--- config.mk ---
export PLATFORM = sky130hd
export DESIGN_NAME = kc3_queue
export DESIGN_NICKNAME = d
export VERILOG_FILES = /design/src/design/kc3_pkg.sv /design/src/design/kc3_queue.sv
export SDC_FILE = /design/constraint.sdc
export NUM_CORES = 1
export LEC_CHECK = 0
export BUFFER_PORTS_ARGS = -buffer_cell sky130_fd_sc_hd__buf_2
export CAP_MARGIN = 20
export CORE_MARGIN = 2
export CORE_UTILIZATION = 51
export DETAILED_ROUTE_END_ITERATION = 12
export PLACE_DENSITY_LB_ADDON = 0.08
export REMOVE_ABC_BUFFERS = 1
export SYNTH_ARGS = -nofsm -noshare
export SYNTH_HDL_FRONTEND = slang
export SYNTH_SLANG_ARGS = --single-unit
--- constraint.sdc ---
create_clock -name clk -period 4.1 [get_ports clk]
set_clock_uncertainty 0.05 [all_clocks]
set_input_delay 0.615 -clock clk [delete_from_list [all_inputs] [get_ports clk]]
set_output_delay 0.615 -clock clk [all_outputs]
set_load 0.02 [all_outputs]
--- src/design/kc3_pkg.sv ---
// Shared item type, constants and helper function of the 3x3 kernel convolution.
// Used by every module of the block but kc3_ram; depends on nothing else.
`timescale 1ns / 1ps
package kc3_pkg;

  // Image geometry.
  localparam int MAX_WIDTH   = 1024;
  localparam int HEIGHT_CAP  = 4096;
  localparam int MIN_SIZE    = 3;
  localparam int COL_W       = $clog2(MAX_WIDTH);
  localparam int ROW_W       = $clog2(HEIGHT_CAP);
  localparam int WIDTH_W     = 11;
  localparam int HEIGHT_W    = 13;

  // Pixel and kernel layout.
  localparam int CHAN        = 4;
  localparam int CHAN_W      = 8;
  localparam int PIX_W       = CHAN * CHAN_W;
  localparam int KERNEL_SIZE = 3;
  localparam int TAPS        = KERNEL_SIZE * KERNEL_SIZE;
  localparam int COEFF_BITS  = 7;
  localparam int KERNEL_W    = 63;
  localparam int DIV_W       = 8;

  // Arithmetic widths: an unsigned byte as a signed operand times a coefficient,
  // then a sum over nine taps.
  localparam int PROD_W      = CHAN_W + 1 + COEFF_BITS;
  localparam int SUM_W       = PROD_W + 4;
  localparam int MAG_W       = SUM_W - 1;
  localparam int DIV_STEPS   = MAG_W;
  localparam int STEP_W      = $clog2(DIV_STEPS + 1);

  // Queue between the front and the back end.
  localparam int QUEUE_DEPTH = 4;
  localparam int QPTR_W      = $clog2(QUEUE_DEPTH);

  // Configuration register indexes.
  localparam int CFG_IDX_W   = 2;
  localparam logic [CFG_IDX_W-1:0] REG_IMAGE_WIDTH   = 2'd0;
  localparam logic [CFG_IDX_W-1:0] REG_IMAGE_HEIGHT  = 2'd1;
  localparam logic [CFG_IDX_W-1:0] REG_SCALE_DIVISOR = 2'd2;
  localparam logic [CFG_IDX_W-1:0] REG_KERNEL_COEFFS = 2'd3;

  // Reset values of the configuration registers.
  localparam logic [WIDTH_W-1:0]  RESET_WIDTH   = 11'd64;
  localparam logic [HEIGHT_W-1:0] RESET_HEIGHT  = 13'd64;
  localparam logic [DIV_W-1:0]    RESET_DIVISOR = 8'd1;
  localparam logic [KERNEL_W-1:0] RESET_KERNEL  = 63'd71499009379811200;

  // One classified item handed from the front to the back end.
  typedef struct packed {
    logic [COL_W-1:0]                col;
    logic [ROW_W-1:0]                row;
    logic [PIX_W-1:0]                pixel;
    logic                            filt;
    logic                            border;
    logic [CHAN-1:0][SUM_W-1:0]      sums;
  } job_t;

  // Signed coefficient at packed index idx.
  function automatic logic signed [COEFF_BITS-1:0] coeff_at(
      input logic [KERNEL_W-1:0] kernel, input int idx);
    coeff_at = kernel[COEFF_BITS*idx +: COEFF_BITS];
  endfunction

endpackage

--- src/design/kc3_queue.sv ---
// Short first-in first-out queue of classified items between front and back end.
// Depends on kc3_pkg.
`timescale 1ns / 1ps
module kc3_queue (
  input  logic          clk,
  input  logic          rst,
  input  logic          push,
  input  kc3_pkg::job_t data_in,
  output logic          full,
  input  logic          pop,
  output kc3_pkg::job_t data_out,
  output logic          empty
);

  kc3_pkg::job_t               slots [kc3_pkg::QUEUE_DEPTH];
  logic [kc3_pkg::QPTR_W-1:0]  head, tail;
  logic [kc3_pkg::QPTR_W:0]    count;

  assign full     = count == (kc3_pkg::QPTR_W+1)'(kc3_pkg::QUEUE_DEPTH);
  assign empty    = count == '0;
  assign data_out = slots[head];

  // Pointers and fill level.
  always_ff @(posedge clk) begin
    if (rst) begin
      head  <= '0;
      tail  <= '0;
      count <= '0;
    end else begin
      if (push) begin
        tail <= tail + 1'b1;
      end
      if (pop) begin
        head <= head + 1'b1;
      end
      if (push && !pop) begin
        count <= count + 1'b1;
      end else if (pop && !push) begin
        count <= count - 1'b1;
      end
    end
  end

  // Storage.
  always_ff @(posedge clk) begin
    if (push) begin
      slots[tail] <= data_in;
    end
  end

endmodule

==> impl_metrics.json <==
{
  "start_util_pct": 51.7,
  "status": "complete, no violations",
  "cts_root_buf": "clkbuf_16",
  "endpoint_kind": "output pin",
  "wl_met3_mm": 2.42,
  "wirelength_mm": 36.9,
  "critPathSlowestCell": "dfxtp_4",
  "cts_buffers": 55,
  "grt_setup_unrepaired": "false",
  "worst-path-buf-inv": 2,
  "die_w_um": 202,
  "slew_violations": 0,
  "gp_congestion": 0.718,
  "die_y_um": 202,
  "setup_viol": 0,
  "clock.fmax_mhz": 327,
  "grt_max_degree": 78,
  "synth_top_family_by_area": "multiplexers",
  "wl_met1_mm": 15.9,
  "clockBufferDepth": 3,
  "grt_pass1_vias": 9212,
  "yosysTopAreaCell": "edfxtp_1",
  "cts_tree": "yes",
  "clk_pin_slew_ps": 60,
  "dp_hpwl_mm": 21.6,
  "drv_cap": 0,
  "grt_use_total_pct": 18.5,
  "yosys.area_share.simple_pct": 0.369,
  "fin_ws_ps": 1040,
  "critical_path.startpoint_type": "flip-flop",
  "cp_cell_sequence": "buf_12, mux4_2, buf_2",
  "fin_setup_tns_ps": 0,
  "io_buffers": 277,
  "period_share_pct": 74.6,
  "synth_area_um2": 20000,
  "syn_area_per_cell_um2": 26.5,
  "cp_top_family": "flip-flops",
  "tightest_slew_ps": 931,
  "yosys.area_share.adder_pct": 0.413,
  "dieArea_um2": 40800,
  "r2r_start": "tail[0]",
  "min_from": "data_in[63]",
  "postCtsSetupBuffers": 0,
  "synth_seq_cells": 553,
  "synth.area.mux_share_pct": 15.4,
  "cp_max_fo": 51,
  "ant_nets": 0,
  "ys_types": 21,
  "n_fill_cell": 2775,
  "synth_warnings": 0,
  "post-place-ws_ps": 1600,
  "synth_compound_area_share_pct": 0.0500,
  "final_cells": 1636,
  "place_inst": 1533,
  "ioPinCount": 278,
  "clk_latency_ps": 580,
  "dr.pass1.iters": 5,
  "hp-class": "primary input to flip-flop",
  "routedWlPerCell_um": 22.5,
  "yosysTopAreaCellShare_pct": 81.6,
  "vias": 8830,
  "ys_top_cells_by_area": "edfxtp_1, mux4_2, dfxtp_1",
  "drt_iter0_markers": 576,
  "viasPerCell": 5.40,
  "cp_data_arrival_time_ps": 2390,
  "grt_pass1_wl_mm": 56.5,
  "rows": 72,
  "leakage_nw": 8.01,
  "final_nets": 1218,
  "slowest_delay_ps": 580,
  "finalHoldViolCount": 0,
  "synth_xor_area_share_pct": 0.219,
  "core_area_um2": 38700,
  "fin_crit_ps": 3060,
  "ir_drop_mv": 0.371,
  "cts_sinks": 553,
  "drive_above_1_share_pct": 45.8,
  "p_per_area_nw_per_um2": 533,
  "antenna_found_initial": 5,
  "wl_met2_mm": 17.8,
  "max-slew-margin-rel_pct": 37.9,
  "maxUsedRoutingLayer": "met5",
  "syn2layout_area_growth_pct": 19.3,
  "cts_resized": 0,
  "drc": 0,
  "grt-ovfl-total": 0,
  "path_class": "flip-flop to output pin",
  "ys_seq_area_share_pct": 82.5,
  "final_util_pct": 61.7,
  "synthCells": 754,
  "cts_hold_buf": 0,
  "cts_htree_levels": 2,
  "required_ps": 3430
}
## flip-flops by register name, summed over array words and instances (netlist names), named ones only
| register | flops |
|---|---|
| count | 3 |
| slots | 544 |
| tail | 2 |
| head | 2 |
## worst paths after layout
| check | to | slack [ps] | depth (start not counted) |
|---|---|---|---|
| max | data_out[52] | 1040 | 3 |
| min | slots[0][63] | 190 | 1 |
| max reg2reg | slots[0][34] | 2050 | 4 |
| min reg2reg | count[2] | 450 | 2 |
## final cells by class
class / instances / area, µm² / share of cell area (%)
diodes: 3 / 7.51 / 0.0314
inverters: 4 / 15.0 / 0.0629
clock buffers: 69 / 1450 / 6.07
clock inverters: 31 / 310 / 1.30
well taps: 518 / 648 / 2.71
flip-flops and latches: 553 / 16500 / 69.2
repair buffers: 292 / 1620 / 6.80
multi-input cells: 166 / 3300 / 13.8
## worst register-to-register path, cell delays in order (launching register included)
cell	delay, ps
dfxtp_1	350
inv_1	100
ha_1	140
and2_4	590
buf_12	380
## through the flow
step	cell area, µm²	power, mW	hold slack [ps]
detailed placement	22100	8.05	447
global placement	22100	8.04	437
finish	23900	12.7	190
floorplan	19800	7.59	410
global route	23900	13.2	160
CTS	23900	12.9	142
## synth_stat cells (all sizes together)
master and number:
xnor2 2, nor2 7, mux2i 2, buf 24
fa 1, or3 1, nor3b 1, nor3 1
dfxtp 9, edfxtp 544, o21ai 1, clkbuf 7
inv 4, xor2 3, ha 5, mux4 136
and2 4, nand2 1, a21oi 1
## metal layers
layer	up-vias	global-route usage, %
li1	3903	-
met1	4632	26.4
met2	237	28.6
met3	50	4.77
met4	8	5.55
met5	-	0
## where the power goes
part | internal [mW] | switching (mW) | leakage [nW]
logic | 0.537 | 0.787 | 2.08
registers | 6.50 | 0.0781 | 5.07
clock network | 2.87 | 1.96 | 0.864
## cells in the final DEF (no fill, tap or decap), drive strengths merged
master	count
xor2	3
a21oi	1
nor2	7
edfxtp	544
nor3	1
mux4	136
mux2i	2
bufinv	6
nand2	1
clkinvlp	1
clkbuf	69
xnor2	2
diode	3
buf	292
dfxtp	9
or3	1
fa	1
ha	5
clkinv	23
and2	4
inv	5
nor3b	1
o21ai	1
## cells by family after synthesis
kind of cell / Yosys count
buf+inv: 35
mux: 138
compound gates: 2
simple gates: 15
flops: 553
xor+xnor: 5
fa+ha+maj: 6
No activity file was read; power rests on OpenSTA's default activity.
