[config.mk]
export PLATFORM = sky130hd
export DESIGN_NAME = kc3_back
export DESIGN_NICKNAME = d
export VERILOG_FILES = /design/src/design/kc3_pkg.sv /design/src/design/kc3_back.sv
export SDC_FILE = /design/constraint.sdc
export NUM_CORES = 1
export LEC_CHECK = 0
export BUFFER_PORTS_ARGS = -buffer_cell sky130_fd_sc_hd__buf_2
export CAP_MARGIN = 20
export CORE_MARGIN = 4
export CORE_UTILIZATION = 55
export CTS_CLUSTER_SIZE = 40
export DETAILED_ROUTE_END_ITERATION = 8
export PLACE_DENSITY = 0.77
export SYNTH_ARGS = -nofsm -noshare
export SYNTH_HDL_FRONTEND = slang
export SYNTH_SLANG_ARGS = --single-unit
[constraint.sdc]
create_clock -name clk -period 6.46 [get_ports clk]
set_input_delay 1.292 -clock clk [delete_from_list [all_inputs] [get_ports clk]]
set_output_delay 1.292 -clock clk [all_outputs]
set_load 0.03 [all_outputs]
[src/design/kc3_pkg.sv]
// Shared item type, constants and helper function of the 3x3 kernel convolution.
// Used by every module of the block but kc3_ram; depends on nothing else.
`timescale 1ns / 1ps
package kc3_pkg;

  // Image geometry.
  localparam int MAX_WIDTH   = 1024;
  localparam int HEIGHT_CAP  = 4096;
  localparam int MIN_SIZE    = 3;
  localparam int COL_W       = $clog2(MAX_WIDTH);
  localparam int ROW_W       = $clog2(HEIGHT_CAP);
  localparam int WIDTH_W     = 11;
  localparam int HEIGHT_W    = 13;

  // Pixel and kernel layout.
  localparam int CHAN        = 4;
  localparam int CHAN_W      = 8;
  localparam int PIX_W       = CHAN * CHAN_W;
  localparam int KERNEL_SIZE = 3;
  localparam int TAPS        = KERNEL_SIZE * KERNEL_SIZE;
  localparam int COEFF_BITS  = 7;
  localparam int KERNEL_W    = 63;
  localparam int DIV_W       = 8;

  // Arithmetic widths: an unsigned byte as a signed operand times a coefficient,
  // then a sum over nine taps.
  localparam int PROD_W      = CHAN_W + 1 + COEFF_BITS;
  localparam int SUM_W       = PROD_W + 4;
  localparam int MAG_W       = SUM_W - 1;
  localparam int DIV_STEPS   = MAG_W;
  localparam int STEP_W      = $clog2(DIV_STEPS + 1);

  // Queue between the front and the back end.
  localparam int QUEUE_DEPTH = 4;
  localparam int QPTR_W      = $clog2(QUEUE_DEPTH);

  // Configuration register indexes.
  localparam int CFG_IDX_W   = 2;
  localparam logic [CFG_IDX_W-1:0] REG_IMAGE_WIDTH   = 2'd0;
  localparam logic [CFG_IDX_W-1:0] REG_IMAGE_HEIGHT  = 2'd1;
  localparam logic [CFG_IDX_W-1:0] REG_SCALE_DIVISOR = 2'd2;
  localparam logic [CFG_IDX_W-1:0] REG_KERNEL_COEFFS = 2'd3;

  // Reset values of the configuration registers.
  localparam logic [WIDTH_W-1:0]  RESET_WIDTH   = 11'd64;
  localparam logic [HEIGHT_W-1:0] RESET_HEIGHT  = 13'd64;
  localparam logic [DIV_W-1:0]    RESET_DIVISOR = 8'd1;
  localparam logic [KERNEL_W-1:0] RESET_KERNEL  = 63'd71499009379811200;

  // One classified item handed from the front to the back end.
  typedef struct packed {
    logic [COL_W-1:0]                col;
    logic [ROW_W-1:0]                row;
    logic [PIX_W-1:0]                pixel;
    logic                            filt;
    logic                            border;
    logic [CHAN-1:0][SUM_W-1:0]      sums;
  } job_t;

  // Signed coefficient at packed index idx.
  function automatic logic signed [COEFF_BITS-1:0] coeff_at(
      input logic [KERNEL_W-1:0] kernel, input int idx);
    coeff_at = kernel[COEFF_BITS*idx +: COEFF_BITS];
  endfunction

endpackage

[src/design/kc3_back.sv]
// Back end: bit-serial signed division of the channel sums and result output register.
// Depends on kc3_pkg.
`timescale 1ns / 1ps
module kc3_back (
  input  logic                        clk,
  input  logic                        rst,
  input  kc3_pkg::job_t               job,
  input  logic                        job_empty,
  output logic                        job_pop,
  input  logic [kc3_pkg::DIV_W-1:0]   scale_divisor,
  output logic                        empty,
  input  logic                        pop,
  output logic [kc3_pkg::COL_W-1:0]   out_col,
  output logic [kc3_pkg::ROW_W-1:0]   out_row,
  output logic [kc3_pkg::CHAN_W-1:0]  out_red,
  output logic [kc3_pkg::CHAN_W-1:0]  out_green,
  output logic [kc3_pkg::CHAN_W-1:0]  out_blue,
  output logic [kc3_pkg::CHAN_W-1:0]  out_alpha,
  output logic                        run_last
);

  typedef enum logic [1:0] {ST_IDLE, ST_DIV, ST_EMIT_F, ST_EMIT_B} state_t;

  state_t                      state;
  logic                        out_valid, out_free, emit;
  logic [kc3_pkg::COL_W-1:0]   cur_col;
  logic [kc3_pkg::ROW_W-1:0]   cur_row;
  logic [kc3_pkg::PIX_W-1:0]   cur_px;
  logic                        cur_border;
  logic [kc3_pkg::DIV_W-1:0]   div_r;
  logic [kc3_pkg::STEP_W-1:0]  step;
  logic [kc3_pkg::MAG_W-1:0]   mag [kc3_pkg::CHAN];
  logic [kc3_pkg::MAG_W-1:0]   quo [kc3_pkg::CHAN];
  logic [kc3_pkg::DIV_W-1:0]   rem [kc3_pkg::CHAN];
  logic                        neg [kc3_pkg::CHAN];
  logic [kc3_pkg::DIV_W:0]     trial [kc3_pkg::CHAN];
  logic                        fits [kc3_pkg::CHAN];
  logic [kc3_pkg::CHAN_W-1:0]  qbyte [kc3_pkg::CHAN];
  logic signed [kc3_pkg::SUM_W-1:0] jsum [kc3_pkg::CHAN];

  assign empty    = !out_valid;
  assign out_free = !out_valid || pop;
  assign job_pop  = (state == ST_IDLE) && !job_empty;
  assign emit     = out_free && ((state == ST_EMIT_F) || (state == ST_EMIT_B));

  // One restoring division step per channel, and the wrapped signed quotient byte.
  always_comb begin
    for (int ch = 0; ch < kc3_pkg::CHAN; ch++) begin
      trial[ch] = {rem[ch], mag[ch][kc3_pkg::MAG_W-1]};
      fits[ch]  = trial[ch] >= {1'b0, div_r};
      qbyte[ch] = neg[ch] ? kc3_pkg::CHAN_W'(~quo[ch][kc3_pkg::CHAN_W-1:0] + 1'b1)
                          : quo[ch][kc3_pkg::CHAN_W-1:0];
      jsum[ch]  = job.sums[ch];
    end
  end

  // Sequencer, divider registers and output register.
  always_ff @(posedge clk) begin
    if (rst) begin
      state     <= ST_IDLE;
      out_valid <= 1'b0;
    end else begin
      if (emit) begin
        out_valid <= 1'b1;
      end else if (pop) begin
        out_valid <= 1'b0;
      end
      unique case (state)
        ST_IDLE: begin
          if (!job_empty) begin
            cur_col    <= job.col;
            cur_row    <= job.row;
            cur_px     <= job.pixel;
            cur_border <= job.border;
            div_r      <= (scale_divisor == '0) ? kc3_pkg::DIV_W'(1) : scale_divisor;
            step       <= '0;
            for (int ch = 0; ch < kc3_pkg::CHAN; ch++) begin
              neg[ch] <= jsum[ch][kc3_pkg::SUM_W-1];
              mag[ch] <= jsum[ch][kc3_pkg::SUM_W-1] ?
                         kc3_pkg::MAG_W'(-jsum[ch]) : kc3_pkg::MAG_W'(jsum[ch]);
              rem[ch] <= '0;
              quo[ch] <= '0;
            end
            state <= job.filt ? ST_DIV : ST_EMIT_B;
          end
        end
        ST_DIV: begin
          for (int ch = 0; ch < kc3_pkg::CHAN; ch++) begin
            rem[ch] <= fits[ch] ? kc3_pkg::DIV_W'(trial[ch] - {1'b0, div_r})
                                : kc3_pkg::DIV_W'(trial[ch]);
            quo[ch] <= {quo[ch][kc3_pkg::MAG_W-2:0], fits[ch]};
            mag[ch] <= {mag[ch][kc3_pkg::MAG_W-2:0], 1'b0};
          end
          step <= step + 1'b1;
          if (step == kc3_pkg::STEP_W'(kc3_pkg::DIV_STEPS - 1)) begin
            state <= ST_EMIT_F;
          end
        end
        ST_EMIT_F: begin
          if (out_free) begin
            out_col   <= cur_col - 1'b1;
            out_row   <= cur_row - 1'b1;
            out_red   <= qbyte[0];
            out_green <= qbyte[1];
            out_blue  <= qbyte[2];
            out_alpha <= qbyte[3];
            run_last  <= !cur_border;
            state     <= cur_border ? ST_EMIT_B : ST_IDLE;
          end
        end
        ST_EMIT_B: begin
          if (out_free) begin
            out_col   <= cur_col;
            out_row   <= cur_row;
            out_red   <= cur_px[0*kc3_pkg::CHAN_W +: kc3_pkg::CHAN_W];
            out_green <= cur_px[1*kc3_pkg::CHAN_W +: kc3_pkg::CHAN_W];
            out_blue  <= cur_px[2*kc3_pkg::CHAN_W +: kc3_pkg::CHAN_W];
            out_alpha <= cur_px[3*kc3_pkg::CHAN_W +: kc3_pkg::CHAN_W];
            run_last  <= 1'b1;
            state     <= ST_IDLE;
          end
        end
        default: state <= ST_IDLE;
      endcase
    end
  end

endmodule

==> flow_metrics.env <==
export IMPL_max_vdd_ir_drop_v=0.000205
export IMPL_critical_path_top_delay_family="buffers and inverters"
export IMPL_hold_ws_ns=0.458
export IMPL_grt_max_degree=95
export IMPL_crit_path_end_kind="output port"
export IMPL_clockBufferDepth=3
export IMPL_start_kind="input pin"
export IMPL_slowest_stage="buf_2"
export IMPL_rr_worst_depth=9
export IMPL_design_die_area_um2=27800
export IMPL_seq_area_frac_synth_pct=58.2
export IMPL_setup_viol=0
export IMPL_path_class="input pin to output port"
export IMPL_cp_common_cell="buf_2"
export IMPL_clkLatencyLatePin_ns=0.55
export IMPL_fin_setup_tns_ns=0
export IMPL_reg2reg_from="div_r[1]"
export IMPL_yosysUniqueCellTypes=54
export IMPL_cp_arrival_ns=1.98
export IMPL_crit_start="job_empty"
export IMPL_synth_fa_ha_area_share_pct=4.56
export IMPL_timing_final_ws_setup_ns=3.19
export IMPL_cts_root_buf="clkbuf_16"
export IMPL_core_rowCount=57
export IMPL_initial_core_util_pct=56.4
export IMPL_dpl_worst_slack_ns=2.74
export IMPL_postSynthAreaPerCell_um2=11.4
export IMPL_grt_overflow=0
export IMPL_io_buffers=204
export IMPL_path_cells="buf_2 > nor3_1 > buf_2"
export IMPL_r2r_slack_ns=3.62
export IMPL_place_inst=1693
export IMPL_fmax_mhz=306
export IMPL_finalCritPeriodShare_pct=50.7
export IMPL_die_h_um=167
export IMPL_postCtsSetupBuffers=0
export IMPL_synth_compound_area_share_pct=12.0
export IMPL_synthFlopType="edfxtp_1"
export IMPL_syn_inst=1213
export IMPL_cts_sinks=270
export IMPL_instances_no_fill=1752
export IMPL_gp_congestion=0.819
export IMPL_slew_limit_headroom_pct=39.4
export IMPL_powerDensity_nw_per_um2=279
export IMPL_p_leak_nw=6.16
export IMPL_cp_max_fo=3
export IMPL_drv_cap=0
export IMPL_syn_nets=1409
export IMPL_synth_top_family_by_area="simple AND/OR/NAND/NOR gates"
export IMPL_wl_per_cell_um=16.9
export IMPL_htreeDepth=1
export IMPL_hpwl_um=20800
export IMPL_ys_seq_elements=270
export IMPL_grt_pass1_vias=9664
export IMPL_post_cts_resized=0
export IMPL_required_ns=5.17
export IMPL_grt_total_usage_pct=20.7
export IMPL_hp_class="flop to flop"
export IMPL_final_common_cell="edfxtp_1"
export IMPL_drtPass1Iterations=6
export IMPL_synth_xor_area_share_pct=7.98
export IMPL_drive_above_1_share_pct=19.1
export IMPL_final_max_slew_viol_count=0
export IMPL_area_growth_pct=16.5
export IMPL_numCtsBuffers=29
export IMPL_crit_path_end="job_pop"
export IMPL_tritoncts="done"
export IMPL_drc=0
export IMPL_drt_iter0_drc=923
export IMPL_worstHoldStart="mag[0][0]"
export IMPL_wirelength_um=29600
export IMPL_antenna_found_initial=10
export IMPL_synth_edff_count=264
export IMPL_worst_pin_slew_ns=0.909
export IMPL_synthSimpleGateAreaFrac_pct=12.8
export IMPL_layout_nets=1597
export IMPL_post_route_min_period_ns=3.27
export IMPL_mostFrequentLayoutCells="edfxtp_1 (264), buf_2 (204), nand2_1 (158)"
export IMPL_r2r_end="rem[0][5]"
export IMPL_cpPeakStageDelay_ns=0.29
export IMPL_ant_nets=0
export IMPL_rsz0062_at_grt="false"
export IMPL_ios=205
export IMPL_syn_area_um2=13800
export IMPL_status="complete, no violations"
export IMPL_finClkSkew_ns=0.0150
export IMPL_vias=9902
export IMPL_synth_async_reset_ratio_pct=0
export IMPL_viasPerCell=5.65
export IMPL_critical_path_buf_inv_count=2
export IMPL_path_depth=3
export IMPL_synthMuxAreaShare_pct=1.74
export IMPL_finalPower_mw=4.50
export IMPL_core_um2=24500
export IMPL_yosysWarnings=0
export IMPL_finalHoldViolCount=0
export IMPL_grt_pass1_wl_um=48000
export IMPL_path_clk_slew_ns=0.06
export IMPL_hold_buffers=0
export IMPL_die_w_um=167
-- logic make-up after synthesis --
kind of cell,after synthesis
AO/OA/AOI/OAI,269
XOR/XNOR,126
adder cells (fa/ha/maj),48
buffers and inverters,102
flip-flops,270
multiplexers,24
AND/OR/NAND/NOR,374
-- final cells by class --
type	instances	area [um2]
diodes	4	10.0
clock buffers	35	748
clock inverters	19	191
fillers	1893	8420
inverters	46	173
multi-input cells	841	5440
flip-flops and latches	270	8050
well taps	324	405
repair buffers	213	1100
-- flip-flops by register name, indices dropped and copies added (netlist names) --
register	flops
cur_border	1
out_col	10
cur_col	10
out_red	8
state	2
neg	4
out_valid	1
div_r	8
out_alpha	8
cur_px	32
quo	32
cur_row	12
rem	32
mag	76
out_blue	8
step	5
run_last	1
out_green	8
out_row	12
-- tightest hold or removal path, cell delays in order, from the launching register on --
cell,delay [ns]
dfxtp_1,0.31
nand2_1,0.05
a21oi_1,0.05
-- synth_stat cells, drive strengths merged, types with 11 or more instances --
cell | n | area share (%)
a211oi | 11 | 0.60
a21oi | 38 | 1.4
and2 | 21 | 0.95
clkbuf | 49 | 1.3
edfxtp | 264 | 57
ha | 44 | 4.0
inv | 46 | 1.2
mux2i | 24 | 1.7
nand2 | 159 | 4.3
nand2b | 12 | 0.54
nand3 | 16 | 0.58
nor2 | 74 | 2.0
nor2b | 26 | 1.2
nor3 | 12 | 0.43
o21ai | 134 | 4.8
o31ai | 35 | 2.1
o41ai | 11 | 0.83
or3 | 16 | 0.72
or4 | 12 | 0.71
xnor2 | 36 | 2.3
xor2 | 90 | 5.7
-- power breakdown --
group	switching, mW	internal, mW
sequential	0.0674	2.12
combinational	0.425	0.260
clock	0.676	0.950
total	1.17	3.33
-- metrics by stage --
step	instance area [um2]	utilization (%)
5_1_grt	16100	65.7
3_5_place_dp	15200	61.8
6_report	16100	65.7
3_3_place_gp	15200	61.8
4_1_cts	16100	65.6
2_1_floorplan	13800	-
-- metal layers --
metal	track usage [%]	wire length [um]	share of wire, %
met1	27.5	12400	42
met2	34.3	14000	47
met3	4.81	2270	7.7
met4	6.23	854	2.9
met5	0	63	0.21
-- worst min path at each step --
stage	end	cells past startpoint
floorplan	mag[0][0]	2
global placement	mag[2][0]	2
detailed placement	mag[0][0]	2
CTS	mag[0][0]	2
global route	mag[2][0]	2
finish	mag[0][0]	2
Note: power is estimated with default switching activity, not from simulation.
